`src/hw/rtl/sefu_pkg.sv`:
```
// ----------------------------------------------------------------------------
// sefu_pkg
// Shared types, register indexes and helpers for the stereo echo FIR unit.
// ----------------------------------------------------------------------------
package sefu_pkg;

    localparam int TAPS    = 8;
    localparam int TAP_W   = $clog2(TAPS);
    localparam int HIST_AW = TAP_W + 1;
    localparam int HIST_DEPTH = 1 << HIST_AW;

    localparam int CFG_IDX_W  = 3;
    localparam int CFG_DATA_W = 64;

    typedef enum logic [CFG_IDX_W-1:0] {
        REG_FIR_COEFS     = 3'd0,
        REG_FEEDBACK      = 3'd1,
        REG_VOLUMES       = 3'd2,
        REG_ECHO_PAGE     = 3'd3,
        REG_ECHO_DELAY    = 3'd4,
        REG_WRITE_DISABLE = 3'd5,
        REG_MUTE          = 3'd6
    } cfg_reg_t;

    typedef struct packed {
        logic signed [15:0] dry_left;
        logic signed [15:0] dry_right;
        logic signed [15:0] send_left;
        logic signed [15:0] send_right;
        logic signed [15:0] ram_left;
        logic signed [15:0] ram_right;
    } in_item_t;

    typedef struct packed {
        logic signed [15:0] out_left;
        logic signed [15:0] out_right;
        logic        [15:0] write_address;
        logic signed [15:0] wr_left_word;
        logic signed [15:0] wr_right_word;
        logic               wr_left_en;
        logic               wr_right_en;
        logic        [15:0] next_address;
    } out_item_t;

    // request from the sequencer to the FIR engine
    typedef struct packed {
        logic               start;
        logic signed [15:0] ram_left;
        logic signed [15:0] ram_right;
    } fir_req_t;

    // FIR engine status back to the sequencer
    typedef struct packed {
        logic               done;
        logic signed [15:0] fir_left;
        logic signed [15:0] fir_right;
    } fir_rsp_t;

    // Tap coefficient; only the first eight taps have a coefficient byte.
    function automatic logic signed [7:0] fir_coef(input logic [63:0] coefs,
                                                   input logic [TAP_W-1:0] k);
        logic signed [7:0] c;
        c = '0;
        for (int i = 0; i < 8; i++) begin
            if (int'(k) == i) begin
                c = coefs[8*i +: 8];
            end
        end
        return c;
    endfunction

endpackage

```
`src/hw/rtl/sefu_fir.sv`:
```
// ----------------------------------------------------------------------------
// sefu_fir
// Echo history memory and sequential two-channel FIR over one multiplier.
// ----------------------------------------------------------------------------
module sefu_fir (
    input  logic              aclk,
    input  logic              aresetn,
    input  logic [63:0]       fir_coefs,
    input  sefu_pkg::fir_req_t req,
    output sefu_pkg::fir_rsp_t rsp
);

    typedef enum logic [2:0] {
        C_IDLE,
        C_WR0,
        C_WR1,
        C_RD,
        C_DRAIN
    } core_state_t;

    core_state_t state_reg;

    logic [sefu_pkg::TAP_W-1:0] ptr_reg;
    logic [sefu_pkg::TAP_W-1:0] k_reg;
    logic                       ch_reg;
    logic [14:0]                half_l_reg;
    logic [14:0]                half_r_reg;

    // history memory, entry {channel, slot}
    logic [14:0]                    mem [sefu_pkg::HIST_DEPTH];
    logic [sefu_pkg::HIST_DEPTH-1:0] vld_bits_reg;
    logic                           mem_we;
    logic [sefu_pkg::HIST_AW-1:0]   mem_waddr;
    logic [14:0]                    mem_wdata;
    logic [sefu_pkg::HIST_AW-1:0]   rd_addr;
    logic [14:0]                    rd_data_reg;
    logic                           rd_vld_reg;

    // pipeline stages behind the read
    logic                s1_vld_reg;
    logic                s1_ch_reg;
    logic                s1_last_reg;
    logic signed [7:0]   s1_coef_reg;
    logic                s2_vld_reg;
    logic                s2_ch_reg;
    logic                s2_last_reg;
    logic signed [22:0]  s2_prod_reg;
    logic signed [15:0]  acc_reg [2];
    logic                done_reg;

    logic [sefu_pkg::TAP_W-1:0] ptr_next;
    logic [sefu_pkg::TAP_W:0]   idx_sum;
    logic [sefu_pkg::TAP_W-1:0] idx;
    logic signed [14:0]         sample;
    logic                       last_issue;

    assign ptr_next = (ptr_reg == sefu_pkg::TAP_W'(sefu_pkg::TAPS - 1)) ?
                      '0 : ptr_reg + 1'b1;

    // slot of tap k: (ptr + k + 1) mod TAPS
    always_comb begin
        idx_sum = {1'b0, ptr_reg} + {1'b0, k_reg} + 1'b1;
        if (idx_sum >= (sefu_pkg::TAP_W + 1)'(sefu_pkg::TAPS)) begin
            idx_sum = idx_sum - (sefu_pkg::TAP_W + 1)'(sefu_pkg::TAPS);
        end
        idx = idx_sum[sefu_pkg::TAP_W-1:0];
    end

    assign rd_addr    = {ch_reg, idx};
    assign last_issue = ch_reg && (k_reg == sefu_pkg::TAP_W'(sefu_pkg::TAPS - 1));

    always_comb begin
        mem_we    = (state_reg == C_WR0) || (state_reg == C_WR1);
        mem_waddr = {(state_reg == C_WR1), ptr_reg};
        mem_wdata = (state_reg == C_WR1) ? half_r_reg : half_l_reg;
    end

    always_ff @(posedge aclk) begin
        if (mem_we) begin
            mem[mem_waddr] <= mem_wdata;
        end
        rd_data_reg <= mem[rd_addr];
    end

    // entries never written read as zero
    always_ff @(posedge aclk) begin
        if (!aresetn) begin
            vld_bits_reg <= '0;
            rd_vld_reg   <= 1'b0;
        end else begin
            if (mem_we) begin
                vld_bits_reg[mem_waddr] <= 1'b1;
            end
            rd_vld_reg <= vld_bits_reg[rd_addr];
        end
    end

    assign sample = rd_vld_reg ? $signed(rd_data_reg) : '0;

    always_ff @(posedge aclk) begin
        if (!aresetn) begin
            state_reg   <= C_IDLE;
            ptr_reg     <= '0;
            k_reg       <= '0;
            ch_reg      <= 1'b0;
            s1_vld_reg  <= 1'b0;
            s2_vld_reg  <= 1'b0;
            done_reg    <= 1'b0;
        end else begin
            done_reg   <= 1'b0;
            s1_vld_reg <= 1'b0;

            // stage 2: product of sample and coefficient
            s2_vld_reg  <= s1_vld_reg;
            s2_ch_reg   <= s1_ch_reg;
            s2_last_reg <= s1_last_reg;
            s2_prod_reg <= sample * s1_coef_reg;

            // stage 3: accumulate with 16-bit wrap
            if (s2_vld_reg) begin
                acc_reg[s2_ch_reg] <= acc_reg[s2_ch_reg] + s2_prod_reg[21:6];
                if (s2_last_reg) begin
                    done_reg <= 1'b1;
                end
            end

            case (state_reg)
                C_IDLE: begin
                    if (req.start) begin
                        ptr_reg    <= ptr_next;
                        half_l_reg <= req.ram_left[15:1];
                        half_r_reg <= req.ram_right[15:1];
                        acc_reg[0] <= '0;
                        acc_reg[1] <= '0;
                        k_reg      <= '0;
                        ch_reg     <= 1'b0;
                        state_reg  <= C_WR0;
                    end
                end
                C_WR0: begin
                    state_reg <= C_WR1;
                end
                C_WR1: begin
                    state_reg <= C_RD;
                end
                C_RD: begin
                    s1_vld_reg  <= 1'b1;
                    s1_ch_reg   <= ch_reg;
                    s1_last_reg <= last_issue;
                    s1_coef_reg <= sefu_pkg::fir_coef(fir_coefs, k_reg);
                    if (k_reg == sefu_pkg::TAP_W'(sefu_pkg::TAPS - 1)) begin
                        k_reg  <= '0;
                        ch_reg <= 1'b1;
                    end else begin
                        k_reg <= k_reg + 1'b1;
                    end
                    if (last_issue) begin
                        state_reg <= C_DRAIN;
                    end
                end
                C_DRAIN: begin
                    if (s2_vld_reg && s2_last_reg) begin
                        state_reg <= C_IDLE;
                    end
                end
                default: begin
                    state_reg <= C_IDLE;
                end
            endcase
        end
    end

    assign rsp.done      = done_reg;
    assign rsp.fir_left  = acc_reg[0];
    assign rsp.fir_right = acc_reg[1];

endmodule

```
`src/hw/rtl/stereo_echo_fir_unit.sv`:
```
// ----------------------------------------------------------------------------
// stereo_echo_fir_unit
// Echo section of a stereo mixer: FIR over the echo history, volumes,
// feedback write-back words and echo ring addressing.
// ----------------------------------------------------------------------------
// One beat in is one stereo sample period; one beat out follows for each.
// After acceptance the result register loads once these steps are done:
// two history writes, then 2*TAPS reads of the history memory, one per
// cycle, feeding one shared multiplier, a drain through the product and
// accumulate registers and the done handoff, a step of volume and
// feedback products and a step of final sums. The input is ready again
// as the result register loads; no new item is taken before then. The
// next item is accepted while the previous result still waits on m_ready;
// if that result is still waiting when the next final step is reached,
// hold that step until it leaves. Configuration writes land at once;
// write only while idle.
// ----------------------------------------------------------------------------
module stereo_echo_fir_unit (
    input  logic                                aclk,
    input  logic                                aresetn,
    input  logic                                cfg_wr_en,
    input  logic [sefu_pkg::CFG_IDX_W-1:0]      cfg_index,
    input  logic [sefu_pkg::CFG_DATA_W-1:0]     cfg_data,
    input  logic                                s_valid,
    output logic                                s_ready,
    input  sefu_pkg::in_item_t                  s_data,
    output logic                                m_valid,
    input  logic                                m_ready,
    output sefu_pkg::out_item_t                 m_data
);

    typedef enum logic [1:0] {
        ST_IDLE,
        ST_FIR,
        ST_MIX,
        ST_FIN
    } top_state_t;

    // configuration registers
    logic [63:0]        fir_coefs_reg;
    logic signed [7:0]  feedback_reg;
    logic [31:0]        volumes_reg;
    logic [7:0]         echo_page_reg;
    logic [3:0]         echo_delay_reg;
    logic               write_disable_reg;
    logic               mute_reg;

    // ring state
    logic [15:0]        ring_offset_reg;
    logic [15:0]        ring_length_reg;
    logic [7:0]         page_latch_reg;
    logic               disable_latch_reg;

    top_state_t         state_reg;
    sefu_pkg::in_item_t item_reg;
    logic [15:0]        addr_reg;
    logic [15:0]        next_addr_reg;
    logic               en_left_reg;
    logic               en_right_reg;

    // registered products
    logic signed [23:0] p_dry_reg  [2];
    logic signed [23:0] p_echo_reg [2];
    logic signed [23:0] p_fb_reg   [2];

    logic               m_valid_reg;
    sefu_pkg::out_item_t m_data_reg;

    sefu_pkg::fir_req_t fir_req;
    sefu_pkg::fir_rsp_t fir_rsp;

    logic               s_fire;
    logic               out_free;
    logic [15:0]        len_upd;
    logic [15:0]        off_inc;
    logic [15:0]        off_upd;
    logic signed [15:0] sum_l;
    logic signed [15:0] sum_r;

    assign s_ready  = (state_reg == ST_IDLE);
    assign s_fire   = s_valid && s_ready;
    assign out_free = !m_valid_reg || m_ready;

    // ------------------------------------------------------------------
    // Configuration port: take the low bits of the data for narrow regs.
    // ------------------------------------------------------------------
    always_ff @(posedge aclk) begin
        if (!aresetn) begin
            fir_coefs_reg     <= '0;
            feedback_reg      <= '0;
            volumes_reg       <= '0;
            echo_page_reg     <= '0;
            echo_delay_reg    <= '0;
            write_disable_reg <= 1'b1;
            mute_reg          <= 1'b0;
        end else if (cfg_wr_en) begin
            case (cfg_index)
                sefu_pkg::REG_FIR_COEFS:     fir_coefs_reg     <= cfg_data;
                sefu_pkg::REG_FEEDBACK:      feedback_reg      <= cfg_data[7:0];
                sefu_pkg::REG_VOLUMES:       volumes_reg       <= cfg_data[31:0];
                sefu_pkg::REG_ECHO_PAGE:     echo_page_reg     <= cfg_data[7:0];
                sefu_pkg::REG_ECHO_DELAY:    echo_delay_reg    <= cfg_data[3:0];
                sefu_pkg::REG_WRITE_DISABLE: write_disable_reg <= cfg_data[0];
                sefu_pkg::REG_MUTE:          mute_reg          <= cfg_data[0];
                default: begin
                    // unknown index: drop the write
                end
            endcase
        end
    end

    // ------------------------------------------------------------------
    // Ring stepping for the period being accepted. The length reloads
    // only at the start of the ring; the offset steps by one stereo word
    // pair and wraps when it reaches or passes the length.
    // ------------------------------------------------------------------
    always_comb begin
        len_upd = (ring_offset_reg == '0) ? {1'b0, echo_delay_reg, 11'd0}
                                          : ring_length_reg;
        off_inc = ring_offset_reg + 16'd4;
        off_upd = (off_inc >= len_upd) ? '0 : off_inc;
    end

    // ------------------------------------------------------------------
    // FIR engine
    // ------------------------------------------------------------------
    assign fir_req.start     = s_fire;
    assign fir_req.ram_left  = s_data.ram_left;
    assign fir_req.ram_right = s_data.ram_right;

    sefu_fir u_fir (
        .aclk      (aclk),
        .aresetn   (aresetn),
        .fir_coefs (fir_coefs_reg),
        .req       (fir_req),
        .rsp       (fir_rsp)
    );

    // final sums: wrap each scaled term to 16 bits, then wrap the sum
    assign sum_l = p_dry_reg[0][22:7] + p_echo_reg[0][22:7];
    assign sum_r = p_dry_reg[1][22:7] + p_echo_reg[1][22:7];

    // ------------------------------------------------------------------
    // Sequencer and output register
    // ------------------------------------------------------------------
    always_ff @(posedge aclk) begin
        if (!aresetn) begin
            state_reg         <= ST_IDLE;
            ring_offset_reg   <= '0;
            ring_length_reg   <= '0;
            page_latch_reg    <= '0;
            disable_latch_reg <= 1'b1;
            m_valid_reg       <= 1'b0;
        end else begin
            if (m_valid_reg && m_ready) begin
                m_valid_reg <= 1'b0;
            end

            case (state_reg)
                ST_IDLE: begin
                    if (s_fire) begin
                        // latch the item and advance the ring for next period
                        item_reg          <= s_data;
                        addr_reg          <= {page_latch_reg, 8'd0} + ring_offset_reg;
                        next_addr_reg     <= {echo_page_reg, 8'd0} + off_upd;
                        page_latch_reg    <= echo_page_reg;
                        ring_length_reg   <= len_upd;
                        ring_offset_reg   <= off_upd;
                        en_left_reg       <= !disable_latch_reg;
                        en_right_reg      <= !write_disable_reg;
                        disable_latch_reg <= write_disable_reg;
                        state_reg         <= ST_FIR;
                    end
                end
                ST_FIR: begin
                    if (fir_rsp.done) begin
                        state_reg <= ST_MIX;
                    end
                end
                ST_MIX: begin
                    p_dry_reg[0]  <= item_reg.dry_left  * $signed(volumes_reg[7:0]);
                    p_dry_reg[1]  <= item_reg.dry_right * $signed(volumes_reg[15:8]);
                    p_echo_reg[0] <= fir_rsp.fir_left   * $signed(volumes_reg[23:16]);
                    p_echo_reg[1] <= fir_rsp.fir_right  * $signed(volumes_reg[31:24]);
                    p_fb_reg[0]   <= fir_rsp.fir_left   * feedback_reg;
                    p_fb_reg[1]   <= fir_rsp.fir_right  * feedback_reg;
                    state_reg     <= ST_FIN;
                end
                ST_FIN: begin
                    // hold until the output slot is free
                    if (out_free) begin
                        m_valid_reg                <= 1'b1;
                        m_data_reg.out_left        <= mute_reg ? '0 : sum_l;
                        m_data_reg.out_right       <= mute_reg ? '0 : sum_r;
                        m_data_reg.write_address   <= addr_reg;
                        m_data_reg.wr_left_word    <= item_reg.send_left
                                                      + p_fb_reg[0][22:7];
                        m_data_reg.wr_right_word   <= item_reg.send_right
                                                      + p_fb_reg[1][22:7];
                        m_data_reg.wr_left_en      <= en_left_reg;
                        m_data_reg.wr_right_en     <= en_right_reg;
                        m_data_reg.next_address    <= next_addr_reg;
                        state_reg                  <= ST_IDLE;
                    end
                end
                default: begin
                    state_reg <= ST_IDLE;
                end
            endcase
        end
    end

    assign m_valid = m_valid_reg;
    assign m_data  = m_data_reg;

`ifndef NO_ASSERTIONS
    // the FIR engine only finishes while the sequencer waits for it
    a_done_in_fir: assert property (@(posedge aclk) disable iff (!aresetn)
        fir_rsp.done |-> (state_reg == ST_FIR))
        else $error("FIR done outside of FIR wait");

    // a new result only appears after the final-sum step
    a_result_from_fin: assert property (@(posedge aclk) disable iff (!aresetn)
        (m_valid_reg && !$past(m_valid_reg)) |-> $past(state_reg == ST_FIN))
        else $error("result loaded outside of final step");

    // an accepted item blocks further input until its result is formed
    a_busy_after_accept: assert property (@(posedge aclk) disable iff (!aresetn)
        s_fire |=> !s_ready)
        else $error("input accepted while busy");

    // a result never overwrites one that is still waiting
    a_no_overwrite: assert property (@(posedge aclk) disable iff (!aresetn)
        (m_valid_reg && !m_ready) |=> (m_valid_reg && $stable(m_data_reg)))
        else $error("pending result overwritten");
`endif

endmodule

```
`config.mk`:
```
export PLATFORM = sky130hd
export DESIGN_NAME = stereo_echo_fir_unit
export DESIGN_NICKNAME = d
export VERILOG_FILES = /design/src/hw/rtl/sefu_pkg.sv /design/src/hw/rtl/sefu_fir.sv /design/src/hw/rtl/stereo_echo_fir_unit.sv
export SDC_FILE = /design/constraint.sdc
export NUM_CORES = 2
export LEC_CHECK = 0
export BUFFER_PORTS_ARGS = -buffer_cell sky130_fd_sc_hd__buf_4
export CAP_MARGIN = 5
export CORE_UTILIZATION = 50
export CTS_CLUSTER_DIAMETER = 100
export DETAILED_ROUTE_END_ITERATION = 16
export PLACE_DENSITY = 0.78
export SYNTH_ARGS = -nofsm -noshare
export SYNTH_HDL_FRONTEND = slang
export SYNTH_SLANG_ARGS = --single-unit
```
`constraint.sdc`:
```
create_clock -name aclk -period 6.14 [get_ports aclk]
set_clock_uncertainty 0.15 [all_clocks]
set_input_delay 0.614 -clock aclk [delete_from_list [all_inputs] [get_ports aclk]]
set_output_delay 0.614 -clock aclk [all_outputs]
set_load 0.05 [all_outputs]
```
Yosys cells after proc, flatten, opt, wreduce, memory -nomap -nowiden --
Memory sizes are Yosys's and may differ from the RTL's. A register that Yosys moved wholly into a read port is not among the register bits. Cells that the tools add are included.
Storage, ports and cells: memories kept 5, output and inout bits 100, bits in read-only memories 0, input bits 168, flip-flop bits (word level) 452, word-level logic and storage cells 190, bits in writable memories 416, latch bits 0
Memory list:
- u_fir.mem | depth 16, width 15, read ports 1, clocked after Yosys merged registers in 1, write ports 1, RTL line sefu_fir.sv:30 | logic [14:0] mem [sefu_pkg::HIST_DEPTH];
- p_dry_reg | depth 2, width 24, read ports 2, clocked after Yosys merged registers in 0, write ports 2, RTL line stereo_echo_fir_unit.sv:62 | logic signed [23:0] p_dry_reg [2];
- p_echo_reg | depth 2, width 24, read ports 2, clocked after Yosys merged registers in 0, write ports 2, RTL line stereo_echo_fir_unit.sv:63 | logic signed [23:0] p_echo_reg [2];
- p_fb_reg | depth 2, width 24, read ports 2, clocked after Yosys merged registers in 0, write ports 2, RTL line stereo_echo_fir_unit.sv:64 | logic signed [23:0] p_fb_reg [2];
- u_fir.acc_reg | depth 2, width 16, read ports 3, clocked after Yosys merged registers in 1, write ports 3, RTL line sefu_fir.sv:48 | logic signed [15:0] acc_reg [2];
Operators by class: $lt $le $gt $ge 5, reductions and logical operators 34, shift-type cells 0, bitwise logic cells 1, equal/unequal tests 29, multiply operators 7, mux-type cells 50, divide/modulo/power cells 0, add/sub/neg operators 13
Operators by type and width (count):
- multiplier 16 x 8 -> 24 bit | 6
- adder 16 bit | 7
- 2-to-1 mux 8 bit | 8
- 2-to-1 mux 16 bit | 2
- equality test 3 bit, second input constant | 10
- 2-to-1 mux 15 bit | 2
- AND reduction 2 bit | 12
- multiplier 15 x 8 -> 22 bit | 1
- 2-to-1 mux 1 bit | 22
- 2-to-1 mux 3 bit | 7
- equality test 3 x 2 -> 1 bit, second input constant | 6
- AND reduction 3 bit | 6
- adder 16 x 3 -> 16 bit, second input constant | 1
- greater-or-equal comparator 16 bit | 1
- logical NOT 16 bit | 1
- bitwise OR 16 bit | 1
- case mux 3 bit (5 select lines) | 1
- less-than comparator 4 x 5 -> 1 bit, second input constant | 2
- != test 2 x 1 -> 1 bit, second input constant | 5
- equality test 3 x 1 -> 1 bit, second input constant | 3
- logical NOT 3 bit | 3
- case mux 2 bit (4 select lines) | 1
- adder 3 x 1 -> 3 bit, second input constant | 2
- 2-to-1 mux 2 bit | 3
- 17 further kinds | 26

Depth between registers and ports, before layout --
word-level depth 9, mapped depth 25, mapped depth without buffers 23

Modules after synthesis --
Synthesis repeated with hierarchy kept, for this count alone.
Second synthesis, totals: cell total of the unflattened synthesis 5912, area total of the unflattened synthesis 63100.5 µm²
Modules (own cells, without submodules):
- stereo_echo_fir_unit | times used 1, seq. area each 12011.5 µm², cells each 4477, area each 43824.5 µm²
- sefu_fir | times used 1, seq. area each 10510.1 µm², cells each 1435, area each 19276.0 µm²

Least setup slack after synthesis --
No wires, ideal clock.
path kind input -> register, start input port aresetn, end register m_data_reg, in the netlist m_data[0] (enable), required time 5435 ps, library setup time 555 ps, path buffers 3, slack -193 ps, arrival 5628 ps, cell stages on the path 5, path through clkbuf_1 clkbuf_1 clkbuf_1 nand2_1 nor2_1
On the way: word-level cells in the longest chain between the ends 1
Ends and longest elaborated chain:
- start: declaration | RTL line stereo_echo_fir_unit.sv:20 | input logic aresetn,
- AND reduction 3 bit (no line)
- end: declaration | RTL line stereo_echo_fir_unit.sv:67 | sefu_pkg::out_item_t m_data_reg;
No other way between the ends. A chain may end at the register's enable or synchronous reset.

==> results.tsv <==
metric	value	unit
hold_path_class	in -> reg	
slew_headroom	0.105	
maxCapViolations	0	
clk_pin_slew_worst_paths	60	ps
synth-async-reset-ratio	0	
topRoutingLayerUsed	met5	
start_util	0.507	
drive_gt1_frac	0.101	
yosys_warnings	0	
synth_most_common_cell	inv_1	
worstReg2RegEnd	p_echo_reg[0][46]	
fmax	172	MHz
synth.largest_area_cell	edfxtp_1	
avgSynthCellArea	10.7	um^2
outcome	finished, final reports clean	
finalCritPeriodShare	0.946	
met2_length	75100	um
setup-violations-final	0	
fin_tns_setup	0	ps
grt_overflow_total	0	
dieArea	127000	um^2
numCtsBuffers	92	
critical_path_class	reg -> reg	
drt-pass1-iter-count	6	
synth_area	63000	um^2
h-tree-depth	3	
gp_congestion	0.906	
ys_top_cells_by_count	inv_1, fa_1, nand2_1	
period_minus_slack	5810	ps
worst_slack	332	ps
cts_tree	done	
cts.path.max_buffers	3	
grt_max_degree	108	
grt_pass1_wl	238000	um
final_cell_area	71400	um^2
crit_path_end_kind	flop	
required	6450	ps
clock_latency	720	ps
tightest_slew	1340	ps
cts.sinks	830	
final_nets	7503	
root_buffer	clkbuf_16	
multi_input_area	36000	um^2
crit_arrival	6120	ps
die_h	357	um
hold_ws	65.4	ps
ctsResizeCount	0	
ys_ff_latch	830	
synth_cells	5877	
drcViolationCount	0	
leakage	31.6	nW
synth-edff-count	590	
first_global_vias	45100	
vdd_ir_drop_max	0.000384	V
power.density	223	nW/um^2
hold_depth	4	
dr_total_vias	43300	
worstRegToRegCells	15	
fill_cells	9966	
grtUsageTotal	0.238	
reg2reg_setup_slack	330	ps
wire_per_inst	18.8	um
synth_nets	7141	
regArea	22500	um^2
ys_top_cells_by_area	edfxtp_1, fa_1, ha_1, dfxtp_1, inv_1	
wirelength	149000	um
portBuffers	265	
synthToLayoutAreaGrowth	13.4	%
dp_hpwl	107000	um
antenna_found_initial	3	
worst-path-max-fanout	18	
synthFlopType	edfxtp_1	
post-route-util	0.575	
ios	268	
postCtsSetupRepairBufs	0	
dr_wl_met3	10900	um
placed_cell_area	66900	um^2
synth_top_area_frac	0.281	
r2r-start	u_fir.acc_reg[1][4]	
hold_viol	0	
rsz0062_at_grt	no	
largest_reg_flops	240	
min_to	m_valid	
postRouteAntennaNets	0	
initialDrtViolationCount	3459	
pre_cts_ws	416	ps
cp-start-kind	flop	
core-area	124000	um^2
die_w	357	um
viasPerCell	5.44	
min-delay-start	m_ready	
wl_met1	58000	um
hold_buffers	148	
synth.distinct_cells	76	
yosysSeqAreaShare	0.358	
row_count	129	
drv_slew	0	
[kinds of logic after synthesis]
group,after synthesis,share of synthesized area
DFF,830,0.358
AOI/OAI and AO/OA,636,0.0626
muxes,128,0.0369
adders and majority gates,1096,0.300
xor gates and xnor gates,227,0.0317
buffers and inverters,1214,0.0724
and+or+nand+nor,1746,0.139
[worst max path at each step]
stage,start,endpoint,slack (ps),depth (start not counted)
final,u_fir.acc_reg[1][4],p_echo_reg[0][46],330,15
after global routing,u_fir.rd_vld_reg,u_fir.s2_prod_reg[21],60,15
after CTS,feedback_reg[1],p_fb_reg[0][22],360,15
after detailed placement,feedback_reg[1],p_fb_reg[0][22],420,15
after global placement,u_fir.rd_vld_reg,u_fir.s2_prod_reg[21],530,15
after floorplan,feedback_reg[7],p_fb_reg[0][22],830,17
[worst max-delay path, cell delays in order (launching register included)]
cell and delay (ps):
dfxtp_1 870, and2_1 250, fa_1 450, fa_1 530, fa_1 510, inv_1 50
fa_1 480, inv_1 50, ha_1 180, or2_2 310, nor4_1 320, nor3_1 190
a211oi_2 350, o21ai_0 280, a2111oi_0 490, nor3_1 100
[cell type report]
cell class / count / share of cell area
sequential: 830 / 0.315
clock buffer: 108 / 0.0342
clock inverter: 65 / 0.00848
timing repair buffer: 494 / 0.0576
tap: 1637 / 0.0287
inverter: 988 / 0.0520
multi-input combinational: 3833 / 0.504
antenna: 2 / 0.0000701
[routing by layer]
metal  up-vias  GRT usage
li1      19800          -
met1     21400      0.298
met2      1737      0.414
met3       335     0.0384
met4         2     0.0911
met5         -          0
[placed cells by master (no fill, tap or decap), types with 46 or more instances in the layout]
master | Yosys | layout
inv_1 | 985 | 985
fa_1 | 688 | 688
nand2_1 | 602 | 602
edfxtp_1 | 590 | 590
and2_1 | 520 | 519
ha_1 | 408 | 407
buf_4 | 0 | 343
a21oi_1 | 283 | 283
dfxtp_1 | 240 | 238
nor2_1 | 236 | 233
xnor2_1 | 151 | 151
dlygate4sd3_1 | 0 | 148
and3_1 | 111 | 111
o21ai_0 | 101 | 101
clkbuf_16 | 0 | 94
mux4_2 | 80 | 80
xor2_1 | 75 | 75
nor3_1 | 59 | 58
nand3_1 | 58 | 58
o21a_1 | 46 | 46
[metrics by stage]
step           total power, mW  std cells
3_5_place_dp              10.4       7634
5_1_grt                   16.6       7955
4_1_cts                   16.0       7955
3_3_place_gp              10.2       7634
6_report                  15.9       7957
2_1_floorplan             9.27       5877
[where the power goes]
group / leakage, nW / switching (mW) / internal (mW)
Combinational: 22.8 / 1.97 / 1.30
Sequential: 7.35 / 0.441 / 6.68
Clock: 1.47 / 2.48 / 3.03
No activity file was read; power rests on OpenSTA's default activity.
